## config.mk

```make
export PLATFORM = sky130hd
export DESIGN_NAME = sensor_matrix_scan_sequencer_core
export DESIGN_NICKNAME = d
export VERILOG_FILES = /design/src/hdl/smss_pkg.sv /design/src/hdl/smss_step.sv /design/src/hdl/sensor_matrix_scan_sequencer_core.sv
export SDC_FILE = /design/constraint.sdc
export NUM_CORES = 1
export LEC_CHECK = 0
export BUFFER_PORTS_ARGS = -buffer_cell sky130_fd_sc_hd__buf_2
export CAP_MARGIN = 40
export CORE_ASPECT_RATIO = 2
export CORE_MARGIN = 2
export CORE_UTILIZATION = 50
export CTS_CLUSTER_SIZE = 12
export DETAILED_ROUTE_END_ITERATION = 6
export GPL_TIMING_DRIVEN = 0
export PLACE_DENSITY = 0.74
export RECOVER_POWER = 25
export SETUP_SLACK_MARGIN = 0.5
export SYNTH_ARGS = -nofsm -noshare
export SYNTH_HDL_FRONTEND = slang
export SYNTH_SLANG_ARGS = --single-unit
```

## constraint.sdc

```tcl
create_clock -name clk -period 3.75 [get_ports clk]
set_input_delay 0.75 -clock clk [delete_from_list [all_inputs] [get_ports clk]]
set_output_delay 0.75 -clock clk [all_outputs]
set_load 0.02 [all_outputs]
```

## src/hdl/smss_pkg.sv

```systemverilog
// shared types, constants and mux decode function for the sensor matrix scan sequencer
package smss_pkg;

    localparam int CNT_W         = 5;
    localparam int LINES_W       = 8;
    localparam int SAMPLE_W      = 12;
    localparam int MUX_A_CHANNELS = 16;
    localparam int MUX_CHANNELS  = 20;

    typedef enum logic [1:0] {
        PH_IDLE  = 2'd0,
        PH_START = 2'd1,
        PH_WAIT  = 2'd2,
        PH_DONE  = 2'd3
    } smss_phase_t;

    // scan state carried from tick to tick
    typedef struct packed {
        smss_phase_t          phase;
        logic [CNT_W-1:0]     col_count;
        logic [CNT_W-1:0]     row_count;
        logic                 done_pending;
        logic [LINES_W-1:0]   col_lines;
        logic [LINES_W-1:0]   row_lines;
    } smss_state_t;

    // one result item
    typedef struct packed {
        logic [LINES_W-1:0]   col_mux_lines;
        logic [LINES_W-1:0]   row_mux_lines;
        logic                 adc_start;
        logic                 sample_valid;
        logic [SAMPLE_W-1:0]  sample_value;
        logic [CNT_W-1:0]     col_index;
        logic [CNT_W-1:0]     row_index;
        logic                 frame_last;
    } smss_result_t;

    // channel onto one mux pair: enA low for 0..15, enB low for 16..19,
    // select of the disabled half keeps its level, out of range keeps all
    function automatic logic [LINES_W-1:0] mux_decode(
        input logic [LINES_W-1:0] lines,
        input logic [CNT_W-1:0]   chan
    );
        logic [CNT_W-1:0]   offs;
        logic [LINES_W-1:0] res;
        offs = chan - CNT_W'(MUX_A_CHANNELS);
        if (chan < CNT_W'(MUX_A_CHANNELS))
        begin
            res = {2'b01, lines[5:4], chan[3:0]};
        end
        else if (chan < CNT_W'(MUX_CHANNELS))
        begin
            res = {2'b10, offs[1:0], lines[3:0]};
        end
        else
        begin
            res = lines;
        end
        return res;
    endfunction

endpackage

```

## src/hdl/smss_step.sv

```systemverilog
// next-state and result logic for one scan tick
module smss_step #(
    parameter int MATRIX_DIM = 20
) (
    input  smss_pkg::smss_state_t                 cur,
    input  logic                                  conv_done,
    input  logic [smss_pkg::SAMPLE_W-1:0]         adc_sample,
    output smss_pkg::smss_state_t                 nxt,
    output smss_pkg::smss_result_t                res
);

    localparam logic [smss_pkg::CNT_W-1:0] LAST_IDX = smss_pkg::CNT_W'(MATRIX_DIM - 1);

    logic col_at_end;
    logic row_at_end;
    logic pending_or_done;
    smss_pkg::smss_phase_t phase_next;

    assign col_at_end      = (cur.col_count >= LAST_IDX);
    assign row_at_end      = (cur.row_count >= LAST_IDX);
    assign pending_or_done = cur.done_pending | conv_done;

    // next phase
    always_comb
    begin
        phase_next = cur.phase;
        unique case (cur.phase)
            smss_pkg::PH_IDLE:  phase_next = smss_pkg::PH_START;
            smss_pkg::PH_START: phase_next = smss_pkg::PH_WAIT;
            smss_pkg::PH_WAIT:
            begin
                if (pending_or_done)
                begin
                    phase_next = smss_pkg::PH_DONE;
                end
            end
            smss_pkg::PH_DONE:  phase_next = smss_pkg::PH_IDLE;
            default:            phase_next = smss_pkg::PH_IDLE;
        endcase
    end

    // counters, pending flag, mux lines and result fields
    always_comb
    begin
        nxt.phase        = phase_next;
        nxt.col_count    = cur.col_count;
        nxt.row_count    = cur.row_count;
        nxt.done_pending = pending_or_done;
        nxt.col_lines    = cur.col_lines;
        nxt.row_lines    = cur.row_lines;
        res.adc_start    = 1'b0;
        res.sample_valid = 1'b0;
        res.sample_value = '0;
        res.col_index    = '0;
        res.row_index    = '0;
        res.frame_last   = 1'b0;
        unique case (cur.phase)
            smss_pkg::PH_IDLE:
            begin
                nxt.col_lines = smss_pkg::mux_decode(cur.col_lines, cur.col_count);
                if (cur.col_count == '0)
                begin
                    nxt.row_lines = smss_pkg::mux_decode(cur.row_lines, cur.row_count);
                end
            end
            smss_pkg::PH_START:
            begin
                nxt.done_pending = 1'b0;
                res.adc_start    = 1'b1;
            end
            smss_pkg::PH_WAIT:
            begin
                nxt.done_pending = pending_or_done;
            end
            smss_pkg::PH_DONE:
            begin
                res.sample_valid = 1'b1;
                res.sample_value = adc_sample;
                res.col_index    = cur.col_count;
                res.row_index    = cur.row_count;
                res.frame_last   = col_at_end & row_at_end;
                // step the column, wrapping into the row
                if (col_at_end)
                begin
                    nxt.col_count = '0;
                    nxt.row_count = row_at_end ? '0 : cur.row_count + 1'b1;
                end
                else
                begin
                    nxt.col_count = cur.col_count + 1'b1;
                end
            end
            default:
            begin
                nxt.done_pending = pending_or_done;
            end
        endcase
        res.col_mux_lines = nxt.col_lines;
        res.row_mux_lines = nxt.row_lines;
    end

endmodule

```

## src/hdl/sensor_matrix_scan_sequencer_core.sv

```systemverilog
// top level of the sensor matrix scan sequencer: handshake, state and result registers
//
// usage
//   each request on the slave side is one scan tick carrying the converter's
//   done flag and its result register; each tick yields exactly one request on
//   the master side with the mux pin levels after the tick, the start pulse and,
//   in the done phase, the captured sample with its column and row
//   the phase machine walks idle, start, wait and done, one phase per tick
//   wait repeats until a done event
//   tlast marks the sample that completes a full MATRIX_DIM x MATRIX_DIM frame
// timing
//   the result of a tick is in the output register on the cycle after the
//   request is taken
//   throughput is one tick per cycle while m_tready is high, set by the single
//   output register which is refilled in the same cycle it is emptied
// reset
//   phase goes to idle, both counters, the pending-done flag and the mux line
//   images go to zero, and the output register is emptied
// stall
//   while m_tready is low and a result is held, s_tready drops; the held
//   result and the scan state stay unchanged until the receiver takes it
module sensor_matrix_scan_sequencer_core #(
    parameter int MATRIX_DIM = 20
) (
    input  logic        clk,
    input  logic        rst_n,
    input  logic        s_tvalid,
    output logic        s_tready,
    input  logic [15:0] s_tdata,   // conv_done[0], adc_sample[12:1], zero[15:13]
    output logic        m_tvalid,
    input  logic        m_tready,
    output logic [39:0] m_tdata,   // col_mux_lines[7:0], row_mux_lines[15:8], adc_start[16],
                                   // sample_value[28:17], col_index[33:29],
                                   // row_index[38:34], zero[39]
    output logic        m_tuser,   // sample_valid[0]
    output logic        m_tlast    // frame_last
);

    smss_pkg::smss_state_t  state_reg;
    smss_pkg::smss_state_t  state_next;
    smss_pkg::smss_result_t step_res;
    smss_pkg::smss_result_t res_reg;
    logic                   m_tvalid_reg;
    logic                   accept;

    // output register frees up when empty or being taken this cycle
    assign s_tready = !m_tvalid_reg || m_tready;
    assign accept   = s_tvalid && s_tready;

    smss_step #(
        .MATRIX_DIM (MATRIX_DIM)
    ) u_step (
        .cur        (state_reg),
        .conv_done  (s_tdata[0]),
        .adc_sample (s_tdata[12:1]),
        .nxt        (state_next),
        .res        (step_res)
    );

    // scan state advances only on a taken tick
    always_ff @(posedge clk or negedge rst_n)
    begin
        if (!rst_n)
        begin
            state_reg.phase        <= smss_pkg::PH_IDLE;
            state_reg.col_count    <= '0;
            state_reg.row_count    <= '0;
            state_reg.done_pending <= 1'b0;
            state_reg.col_lines    <= '0;
            state_reg.row_lines    <= '0;
        end
        else if (accept)
        begin
            state_reg <= state_next;
        end
    end

    // result valid flag
    always_ff @(posedge clk or negedge rst_n)
    begin
        if (!rst_n)
        begin
            m_tvalid_reg <= 1'b0;
        end
        else if (s_tready)
        begin
            m_tvalid_reg <= s_tvalid;
        end
    end

    // result payload, loaded with each taken tick
    always_ff @(posedge clk)
    begin
        if (accept)
        begin
            res_reg <= step_res;
        end
    end

    assign m_tvalid = m_tvalid_reg;
    assign m_tdata  = {1'b0,
                       res_reg.row_index,
                       res_reg.col_index,
                       res_reg.sample_value,
                       res_reg.adc_start,
                       res_reg.row_mux_lines,
                       res_reg.col_mux_lines};
    assign m_tuser  = res_reg.sample_valid;
    assign m_tlast  = res_reg.frame_last;

endmodule
```

==> flow_summary_export.csv, run 1 <==
group,metric,value,unit
global_route,grt_pass1_wl,8900,um
detailed_routing,wl_per_cell,15.1,um
placed_design,dp.cells,344,
clock_tree,cts_sinks,71,
cells_and_area,diodes,0,
setup_path,critPathLaunch,"state_reg[22]",
global_route,grt_max_degree,44,
setup_path,rrSetupSlack,1.53,ns
timing,setup_viol,0,
power_and_ir_drop,p_switching,0.770,mW
floorplanning,io_pins,64,
setup_path,end_kind,"flop",
placed_design,io_buffers,59,
clock_tree,root_buffer,"clkbuf_16",
cells_and_area,final_cell_area,3740,um2
floorplanning,core_area,5960,um2
clock_tree,holdBufCountCts,0,
detailed_routing,num_vias,1939,
yosys,synthesis.nets,249,
power_and_ir_drop,vdd_drop_max,0.375,mV
cells_and_area,largest_reg_flops,39,
hold_path,min-delay-start,"state_reg[10]",
cells_and_area,synthToLayoutAreaGrowth,22.4,%
timing,fin_crit_sh,0.591,
clock_tree,post_cts_buffers,0,
setup_path,reg2reg_from,"state_reg[22]",
timing,slew_headroom,-0.154,
timing,max_clock_freq,451,MHz
setup_path,cp.required,3.83,ns
power_and_ir_drop,cellPowerDensity,690,nW/um2
clock_tree,clkTransAtPathRegs,0.05,ns
cells_and_area,stdcell_count,360,
placed_design,post-dp-hpwl,3760,um
detailed_routing,dr.pass1.iters,4,
cells_and_area,final_nets,320,
setup_path,worstSetupStartpointType,"flop",
clock_tree,htreeDepth,3,
clock_tree,cts_resized,0,
timing,finalMaxSlewViolations,31,
cells_and_area,layout_commonest_cell,"buf_2",
clock_tree,clkLatencyLatePin,0.33,ns
floorplanning,initial_core_util,0.512,
clock_tree,cts_tree,"done",
power_and_ir_drop,p_leak,1.67,nW
yosys,yosys_register_bits,71,
setup_path,crit_fanout,9,
yosys,syn_area,3050,um2
yosys,synth_cell_type_count,40,
clock_tree,cts_buffer_depth,2,
floorplanning,dieHeight,114,um
floorplanning,rows,40,
hold_path,hold_path_class,"reg -> reg",
cells_and_area,final_layout_size_suffix_gt1_frac,0.367,
detailed_routing,drtIter0Drc,60,
power_and_ir_drop,total_power,2.58,mW
timing,worstMarginPinSlew,1.73,ns
clock_tree,cts_buffers,9,
yosys,syn_avg_cell_area,13.8,um2
detailed_routing,drc_errors,0,
power_and_ir_drop,switching_share,0.299,
global_route,grt.overflow.total,0,
timing,hold_slack,0.499,ns
timing,setup_ws,1.53,ns
detailed_routing,wirelength,5450,um
setup_path,critPathArrivalTime,2.29,ns
power_and_ir_drop,clockPowerShare,0.319,
yosys,seq_area_frac_synth,0.649,
power_and_ir_drop,internal_power,1.81,mW
floorplanning,dieArea,6780,um2
placed_design,place_area,3450,um2
placed_design,dp_slack,1.45,ns
timing,min_period,2.22,ns
detailed_routing,ant_nets,0,
timing,tns,0,ns
setup_path,crit_type,"reg -> reg",
timing,hold_violations,0,
global_route,grtUsageTotal,0.181,
detailed_routing,avgViaCountPerCell,5.39,
cells_and_area,finish.utilization,0.627,
floorplanning,dieWidth,59.2,um
yosys,yosysWarnings,0,
cells_and_area,final_cell_mix,"buf_2 (60), edfxtp_1 (41), dfrtp_1 (30)",
placed_design,gp_congestion,0.817,
global_route,grt_pass1_vias,1952,
timing,fin_skew,0.00394,ns
job,maxCapViolCount,1,
power_and_ir_drop,pwr-share-comb,0.255,
run_status,violations,"capacitance limit, slew limit",
power_and_ir_drop,pwr-share-seq,0.426,
timing,rsz0062_at_grt,"no",
global_route,antenna_found_initial,0,
run_status,status,"finished with violations",
yosys,syn_inst,221,
-- power groups by stage --
stage | sequential [mW] | combinational (mW) | clock [mW]
3_5_place_dp | 1.11 | 0.668 | 0
3_3_place_gp | 1.11 | 0.644 | 0
6_report | 1.10 | 0.659 | 0.822
5_1_grt | 1.12 | 0.738 | 0.869
2_1_floorplan | 1.18 | 0.396 | 0
4_1_cts | 1.10 | 0.670 | 0.840
-- critical path: stages (launching register included) --
cell	delay, ns
dfrtp_1	0.48
inv_1	0.17
ha_1	0.17
nor4b_4	0.29
nor3b_4	0.47
mux2_2	0.39
-- path summary, 6_finish.rpt --
path / end / cells past startpoint
setup reg to reg: m_tdata[9] / 5
hold reg to reg: state_reg[10] / 1
hold / removal: state_reg[10] / 1
max in group asynchronous: state_reg[0] / 1
min in group asynchronous: state_reg[10] / 1
setup / recovery: m_tdata[9] / 5
-- final cells by class --
| cell class | count | area (um2) |
|---|---|---|
| Buffer | 11 | 55.1 |
| Clock inverter | 4 | 45.0 |
| Tap cell | 63 | 78.8 |
| Clock buffer | 12 | 246 |
| Inverter | 8 | 30.0 |
| Timing Repair Buffer | 60 | 314 |
| Sequential cell | 71 | 1980 |
| Multi-Input combinational cell | 131 | 985 |
| Fill cell | 466 | 2220 |
-- kinds of logic (layout without fill, tap and decap cells) --
logic type | count (synthesis) | after routing | synth area share
AO/OA/AOI/OAI | 36 | 36 | 0.0746
adder cells (fa/ha/maj) | 8 | 8 | 0.0328
buffers and inverters | 19 | 95 | 0.0279
flip-flops | 71 | 71 | 0.649
multiplexers | 23 | 23 | 0.0898
other | 1 | 1 | 0.00123
AND/OR/NAND/NOR | 63 | 63 | 0.124
-- cells in the mapped netlist --
master / n / area share
edfxtp_1: 41 / 0.40
dfrtp_1: 30 / 0.25
and2_1: 21 / 0.043
mux2_2: 19 / 0.070
o21ai_0: 13 / 0.021
nand2_1: 10 / 0.012
ha_1: 8 / 0.033
inv_1: 8 / 0.0098
nor2_1: 8 / 0.0098
clkbuf_1: 7 / 0.0086
nand3_1: 6 / 0.0098
a21oi_1: 5 / 0.0082
mux2_4: 4 / 0.020
nand2b_1: 4 / 0.0082
o31ai_1: 4 / 0.0098
a31oi_1: 3 / 0.0062
and3_1: 3 / 0.0062
o21a_1: 3 / 0.0074
and2_2: 2 / 0.0049
buf_2: 2 / 0.0033
a2111oi_0: 1 / 0.0029
a211o_2: 1 / 0.0033
a21o_2: 1 / 0.0029
a41oi_1: 1 / 0.0029
buf_4: 1 / 0.0025
buf_6: 1 / 0.0037
conb_1: 1 / 0.0012
nand2_4: 1 / 0.0037
nand4_1: 1 / 0.0021
nor2b_1: 1 / 0.0021
nor3_1: 1 / 0.0016
nor3b_4: 1 / 0.0062
nor4b_4: 1 / 0.0078
o21ai_1: 1 / 0.0016
o22ai_1: 1 / 0.0021
o32a_1: 1 / 0.0033
o41ai_1: 1 / 0.0029
or2_1: 1 / 0.0021
or3_1: 1 / 0.0021
or3_2: 1 / 0.0025
-- metal layers --
metal,wire (um),GRT usage,vias up
li1,-,-,932
met1,2170,0.205,931
met2,2730,0.273,57
met3,260,0.0588,19
met4,284,0.139,0
met5,0,0,-
Power figures use the tool's default switching activity.
==> inputs of run 2 (changes only) <==
--- a/config.mk
+++ b/config.mk
@@ -5,6 +5,7 @@
 export SDC_FILE = /design/constraint.sdc
 export NUM_CORES = 1
 export LEC_CHECK = 0
+export ABC_AREA = 1
 export BUFFER_PORTS_ARGS = -buffer_cell sky130_fd_sc_hd__buf_2
 export CAP_MARGIN = 40
 export CORE_ASPECT_RATIO = 2
@@ -13,7 +14,7 @@
 export CTS_CLUSTER_SIZE = 12
 export DETAILED_ROUTE_END_ITERATION = 6
 export GPL_TIMING_DRIVEN = 0
-export PLACE_DENSITY = 0.74
+export PLACE_DENSITY = 0.73
 export RECOVER_POWER = 25
 export SETUP_SLACK_MARGIN = 0.5
 export SYNTH_ARGS = -nofsm -noshare
==> constraint.sdc (replaced) <==
create_clock -name clk -period 2.3 [get_ports clk]
set_input_delay 0.46 -clock clk [delete_from_list [all_inputs] [get_ports clk]]
set_output_delay 0.46 -clock clk [all_outputs]
set_load 0.02 [all_outputs]
==> run 2 against run 1 <==
- register-to-register slack worse by 0.95 ns
- global-route usage is 0.95 points higher
- sequential power is 68% higher
- the flow still finishes with violations (capacitance limit, slew limit)
- critical path type unchanged
- critical endpoint is now m_tdata[13]
- power is 72% higher
- highest routed layer unchanged
- maximum frequency is 29% higher
- clock power is 47% higher
- sequential cell count stayed put
- cell count is 34% higher
- final area is 4.6% higher
- clock skew is 0.0019 ns higher
- non-clock buffer count is 2 lower
==> flow_summary_export.csv, run 2 <==
group,metric,value,unit
setup_path,crit_fanout,4,
timing,min_period,1.72,ns
setup_path,crit_type,"reg -> reg",
clock_tree,cts_sinks,71,
run_status,violations,"capacitance limit, slew limit",
timing,setup_ws,0.581,ns
cells_and_area,layout_commonest_cell,"nand2_1",
yosys,synthTopCellsByArea,"edfxtp_1 (38%), dfrtp_1 (23%), nand2_1 (12%), inv_1 (5.2%), nand3_1 (3.4%)",
placed_design,place_area,3660,um2
timing,worstMarginPinSlew,1.69,ns
cells_and_area,final_layout_size_suffix_gt1_frac,0.227,
cells_and_area,final_nets,421,
floorplanning,dieArea,7150,um2
floorplanning,core_area,6260,um2
power_and_ir_drop,vdd_drop_max,0.610,mV
global_route,met3_usage,0.0681,
global_route,grt.overflow.total,0,
timing,hold_violations,0,
yosys,syn_avg_cell_area,10.0,um2
yosys,netlist_top_cells_count,"nand2_1 (100), inv_1 (45), edfxtp_1 (41)",
yosys,synthesis.nets,350,
cells_and_area,final_cell_mix,"nand2_1 (101), buf_2 (53), inv_1 (45)",
yosys,synth_edf_count,41,
yosys,synthFlopType,"edfxtp_1",
setup_path,cp.required,2.38,ns
global_route,grt_max_degree,31,
yosys,seq_area_frac_synth,0.614,
timing,slew_headroom,-0.128,
detailed_routing,wirelength,6070,um
placed_design,gp_congestion,0.860,
global_route,use_met2,0.319,
global_route,use_met1,0.198,
detailed_routing,dr.pass1.iters,4,
setup_path,critPathArrivalTime,1.80,ns
detailed_routing,drtIter0Drc,65,
timing,finalMaxSlewViolations,31,
global_route,busiest_layer,"met2",
cells_and_area,fillers,558,
yosys,synth_most_common_cell,"nand2_1",
clock_tree,cts_tree,"done",
power_and_ir_drop,cellPowerDensity,1140,nW/um2
global_route,grt_pass1_wl,10000,um
setup_path,end_kind,"flop",
global_route,grt_pass1_vias,2249,
timing,setup_viol,0,
yosys,yosys_register_bits,71,
timing,fin_crit_sh,0.747,
placed_design,post-dp-hpwl,4400,um
detailed_routing,ant_nets,0,
yosys,syn_area,3230,um2
global_route,grtUsageTotal,0.191,
yosys,syn_inst,322,
timing,fin_skew,0.00589,ns
clock_tree,cts_buffers,9,
timing,tns,0,ns
job,maxCapViolCount,1,
placed_design,io_buffers,59,
detailed_routing,num_vias,2351,
cells_and_area,largest_reg_flops,39,
yosys,yosys.area.top_type,"edfxtp_1",
clock_tree,htreeDepth,3,
hold_path,hold_path_class,"in -> reg",
floorplanning,rows,41,
clock_tree,clkTransAtPathRegs,0.05,ns
yosys,yosysTopAreaCellShare,0.381,
timing,max_clock_freq,582,MHz
yosys,synthArstFlopShare,0.423,
run_status,status,"finished with violations",
yosys,synth_cell_type_count,31,
cells_and_area,multi_input_area,1000,um2
detailed_routing,wl_per_cell,12.6,um
clock_tree,root_buffer,"clkbuf_16",
cells_and_area,final_cell_area,3910,um2
clock_tree,cts_buffer_depth,2,
cells_and_area,diodes,0,
floorplanning,initial_core_util,0.516,
floorplanning,dieWidth,60.8,um
detailed_routing,drc_errors,0,
clock_tree,clkLatencyLatePin,0.33,ns
cells_and_area,seqCellArea,1980,um2
setup_path,rrSetupSlack,0.58,ns
floorplanning,io_pins,64,
yosys,yosysWarnings,0,
power_and_ir_drop,p_leak,1.95,nW
placed_design,dp_slack,0.236,ns
global_route,antenna_found_initial,0,
floorplanning,dieHeight,118,um
timing,rsz0062_at_grt,"no",
setup_path,worstSetupStartpointType,"flop",
detailed_routing,avgViaCountPerCell,4.87,
cells_and_area,synthToLayoutAreaGrowth,21.0,%
-- run 2: cell count changes after synthesis, moves of 4 or more --
| cell | before | now |
|---|---|---|
| a21oi_1 | 5 | 1 |
| mux2_4 | 4 | 0 |
| inv_2 | 0 | 4 |
| clkbuf_1 | 7 | 2 |
| o21ai_2 | 0 | 6 |
| o31ai_1 | 4 | 0 |
| nand2_1 | 10 | 100 |
| nand2b_1 | 4 | 0 |
| and2_1 | 21 | 7 |
| nor2_4 | 0 | 4 |
| mux2_2 | 19 | 0 |
| nand3_1 | 6 | 22 |
| inv_1 | 8 | 45 |
-- run 2: path summary, 6_finish.rpt --
kind | startpoint | end | cells after the start
max reg2reg | state_reg[27] | m_tdata[13] | 8
min reg2reg | state_reg[8] | state_reg[8] | 2
max in group asynchronous | rst_n | state_reg[24] | 1
min | s_tvalid | m_tvalid | 3
max | state_reg[27] | m_tdata[13] | 8
min in group asynchronous | rst_n | state_reg[27] | 1
-- run 2: cell type report --
| class | instances | share of cell area |
|---|---|---|
| plain buffers | 9 | 0.0154 |
| clock buffers | 12 | 0.0631 |
| clock inverters | 3 | 0.00320 |
| inverters | 49 | 0.0471 |
| multi-input cells | 193 | 0.257 |
| flip-flops and latches | 71 | 0.507 |
| well taps | 86 | 0.0275 |
| repair buffers | 60 | 0.0798 |
-- run 2: timing repair --
action / in CTS / in global routing
endpoints found under the setup margin: 23 / 2
hold endpoints to repair: 0 / 0
gates resized for setup: 1 / 2
hold buffers: 0 / 0
setup buffers: 0 / 0
-- run 2: logic make-up after synthesis --
| logic type | share of synthesized area |
|---|---|
| AND/OR/NAND/NOR | 0.215 |
| AO/OA/AOI/OAI | 0.0562 |
| adder cells (fa/ha/maj) | 0.0310 |
| other | 0.00116 |
| XOR/XNOR | 0.00814 |
| flip-flops | 0.614 |
| buffers and inverters | 0.0748 |
-- run 2: routing by layer --
layer,vias to the layer above,share of wire
met2,73,0.54
met1,1095,0.37
met5,-,0
li1,1169,-
met3,14,0.051
met4,0,0.034
-- run 2: critical path: stages, from the launching register on --
cell,delay (ns)
dfrtp_1,0.40
inv_1,0.13
ha_1,0.30
nand2_1,0.07
inv_1,0.06
nand2_1,0.08
nor2_1,0.18
nand2_1,0.08
and2_1,0.17
-- run 2: per-stage QoR --
stage / power (mW) / hold slack (ns) / util / instances
6_report: 4.44 / 0.360 / 0.624 / 483
5_1_grt: 4.74 / 0.379 / 0.624 / 483
4_1_cts: 4.50 / 0.193 / 0.626 / 483
3_5_place_dp: 3.28 / 0.465 / 0.585 / 468
3_3_place_gp: 3.22 / 0.456 / 0.580 / 467
2_1_floorplan: 2.90 / 0.164 / - / 322
-- run 2: report_power, final --
part,internal (mW),switching [mW],total (mW)
sequential,1.71,0.145,1.85
clock,0.743,0.470,1.21
combinational,0.474,0.904,1.38
==> inputs of run 3 (changes only) <==
--- a/config.mk
+++ b/config.mk
@@ -10,11 +10,11 @@
 export CAP_MARGIN = 40
 export CORE_ASPECT_RATIO = 2
 export CORE_MARGIN = 2
-export CORE_UTILIZATION = 50
+export CORE_UTILIZATION = 49
 export CTS_CLUSTER_SIZE = 12
 export DETAILED_ROUTE_END_ITERATION = 6
 export GPL_TIMING_DRIVEN = 0
-export PLACE_DENSITY = 0.73
+export PLACE_DENSITY = 0.75
 export RECOVER_POWER = 25
 export SETUP_SLACK_MARGIN = 0.5
 export SYNTH_ARGS = -nofsm -noshare
==> constraint.sdc (replaced) <==
create_clock -name clk -period 1.5 [get_ports clk]
set_input_delay 0.3 -clock clk [delete_from_list [all_inputs] [get_ports clk]]
set_output_delay 0.3 -clock clk [all_outputs]
set_load 0.02 [all_outputs]
==> run 3 against run 2 <==
- the flow finishes with violations (setup timing)
- die area is 1.9% higher
- sequential share of layout area shrank 12 points
- routed wire length grew 58%
- non-clock buffer count rose by 42
- utilization increased by 18 points
- combinational power increased to 2.8 times the previous value
- via count grew 19%
- clock power grew 55%
- worst setup slack worse by 0.59 ns
- sequential cell count unchanged
- maximum frequency grew 14%
- clock-buffer cell count fell by 1
==> flow_summary_export.csv, run 3 (same netlist as run 2, synthesis figures left out) <==
group,metric,value,unit
placed_design,io_buffers,59,
global_route,grt_pass1_vias,2747,
placed_design,post-dp-hpwl,4400,um
setup_path,crit_type,"reg -> reg",
floorplanning,dieArea,7290,um2
timing,worstMarginPinSlew,0.809,ns
floorplanning,core_area,6360,um2
timing,setup_viol,1,
setup_path,worstRegToRegCells,6,
cells_and_area,final_cell_mix,"nand2_1 (77), buf_6 (54), edfxtp_1 (41)",
floorplanning,initial_core_util,0.507,
setup_path,cp.required,1.59,ns
placed_design,dp.cells,467,
cells_and_area,largest_reg_flops,39,
clock_tree,root_buffer,"clkbuf_16",
global_route,grt_pass1_wl,13100,um
power_and_ir_drop,cellPowerDensity,1710,nW/um2
run_status,violations,"setup timing",
timing,slew_headroom,0.461,
cells_and_area,diodes,0,
cells_and_area,final_layout_size_suffix_gt1_frac,0.484,
detailed_routing,drc_errors,0,
global_route,antenna_found_initial,0,
cells_and_area,layout_commonest_cell,"nand2_1",
clock_tree,cts_tree,"done",
clock_tree,holdBufCountCts,0,
detailed_routing,num_vias,2790,
setup_path,critPathArrivalTime,1.60,ns
timing,setup_ws,-0.00631,ns
placed_design,gp_congestion,0.828,
detailed_routing,drtIter0Drc,187,
detailed_routing,dr.pass1.iters,4,
timing,hold_violations,0,
floorplanning,rows,41,
cells_and_area,final_nets,463,
floorplanning,io_pins,64,
hold_path,hold_path_class,"in -> async",
global_route,grt.overflow.total,0,
cells_and_area,synthToLayoutAreaGrowth,58.3,%
cells_and_area,finish.utilization,0.803,
global_route,grtUsageTotal,0.249,
setup_path,crit_fanout,5,
floorplanning,dieHeight,119,um
floorplanning,dieWidth,61.4,um
timing,max_clock_freq,664,MHz
job,maxCapViolCount,0,
timing,fin_skew,0.00754,ns
clock_tree,htreeDepth,3,
power_and_ir_drop,p_leak,2.42,nW
setup_path,worstSetupStartpointType,"flop",
power_and_ir_drop,total_power,8.72,mW
clock_tree,cts_buffer_depth,2,
clock_tree,cts_buffers,9,
clock_tree,clkLatencyLatePin,0.34,ns
run_status,status,"finished with violations",
detailed_routing,wl_per_cell,18.3,um
cells_and_area,stdcell_count,524,
setup_path,end_kind,"flop",
detailed_routing,wirelength,9590,um
timing,finalMaxSlewViolations,0,
timing,fin_crit_sh,1.00,
cells_and_area,final_cell_area,5110,um2
placed_design,place_area,3750,um2
clock_tree,cts_sinks,71,
detailed_routing,avgViaCountPerCell,5.32,
timing,rsz0062_at_grt,"yes",
detailed_routing,ant_nets,0,
power_and_ir_drop,vdd_drop_max,1.19,mV
timing,min_period,1.51,ns
clock_tree,clkTransAtPathRegs,0.06,ns
global_route,grt_max_degree,31,
[run 3: power breakdown]
part / leakage [nW] / switching, mW / total, mW / internal [mW]
Clock: 0.124 / 0.747 / 1.87 / 1.13
Sequential: 0.785 / 0.317 / 2.95 / 2.63
Combinational: 1.51 / 2.11 / 3.89 / 1.78
Total: 2.42 / 3.17 / 8.72 / 5.54
[run 3: per-stage QoR]
step	TNS [ns]	hold WS [ns]	worst slack, ns
finish	-0.00631	0.0437	-0.00631
global route	-0.252	0.0953	-0.0380
CTS	0	0.0458	0.0510
detailed placement	-0.0206	0.392	-0.0137
global placement	-0.00267	0.389	-0.00267
floorplan	0	0.00441	0.131
[run 3: what timing repair did]
item                                    in CTS  in global routing
setup buffers                               26                  8
endpoints found under the setup margin     153                154
pin swaps                                   21                 16
gates resized for setup                     61                116
gates cloned                                 7                  2
[run 3: path summary, 6_finish.rpt]
kind,from,endpoint,slack [ns]
min,rst_n,state_reg[20],0.04
min in group clk,s_tdata[10],m_tdata[26],0.23
min reg2reg,state_reg[7],state_reg[7],0.49
max in group asynchronous,rst_n,state_reg[22],0.88
max,state_reg[28],m_tdata[11],-0.006
max reg2reg,state_reg[28],m_tdata[11],-0.006
[run 3: routing by layer]
layer,vias up,track usage,routed length [um]
met4,0,0.154,696
li1,1257,-,-
met5,-,0,0
met1,1357,0.251,3140
met3,52,0.0481,416
met2,124,0.436,5340
[run 3: worst max-delay path, stage by stage (launching register included)]
cell and delay, ns:
dfrtp_1 0.40, inv_2 0.09, ha_4 0.17, nand2_4 0.07
nor2_4 0.21, nand3_2 0.14, and2_4 0.17
[run 3: cell type report]
| class | instances | area (um2) |
|---|---|---|
| fill | 363 | 1250 |
| tap | 86 | 108 |
| multi-input combinational | 193 | 1340 |
| buffer | 9 | 93.8 |
| sequential | 71 | 1990 |
| timing repair buffer | 102 | 1140 |
| clock inverter | 3 | 11.3 |
| clock buffer | 11 | 243 |
| inverter | 49 | 186 |
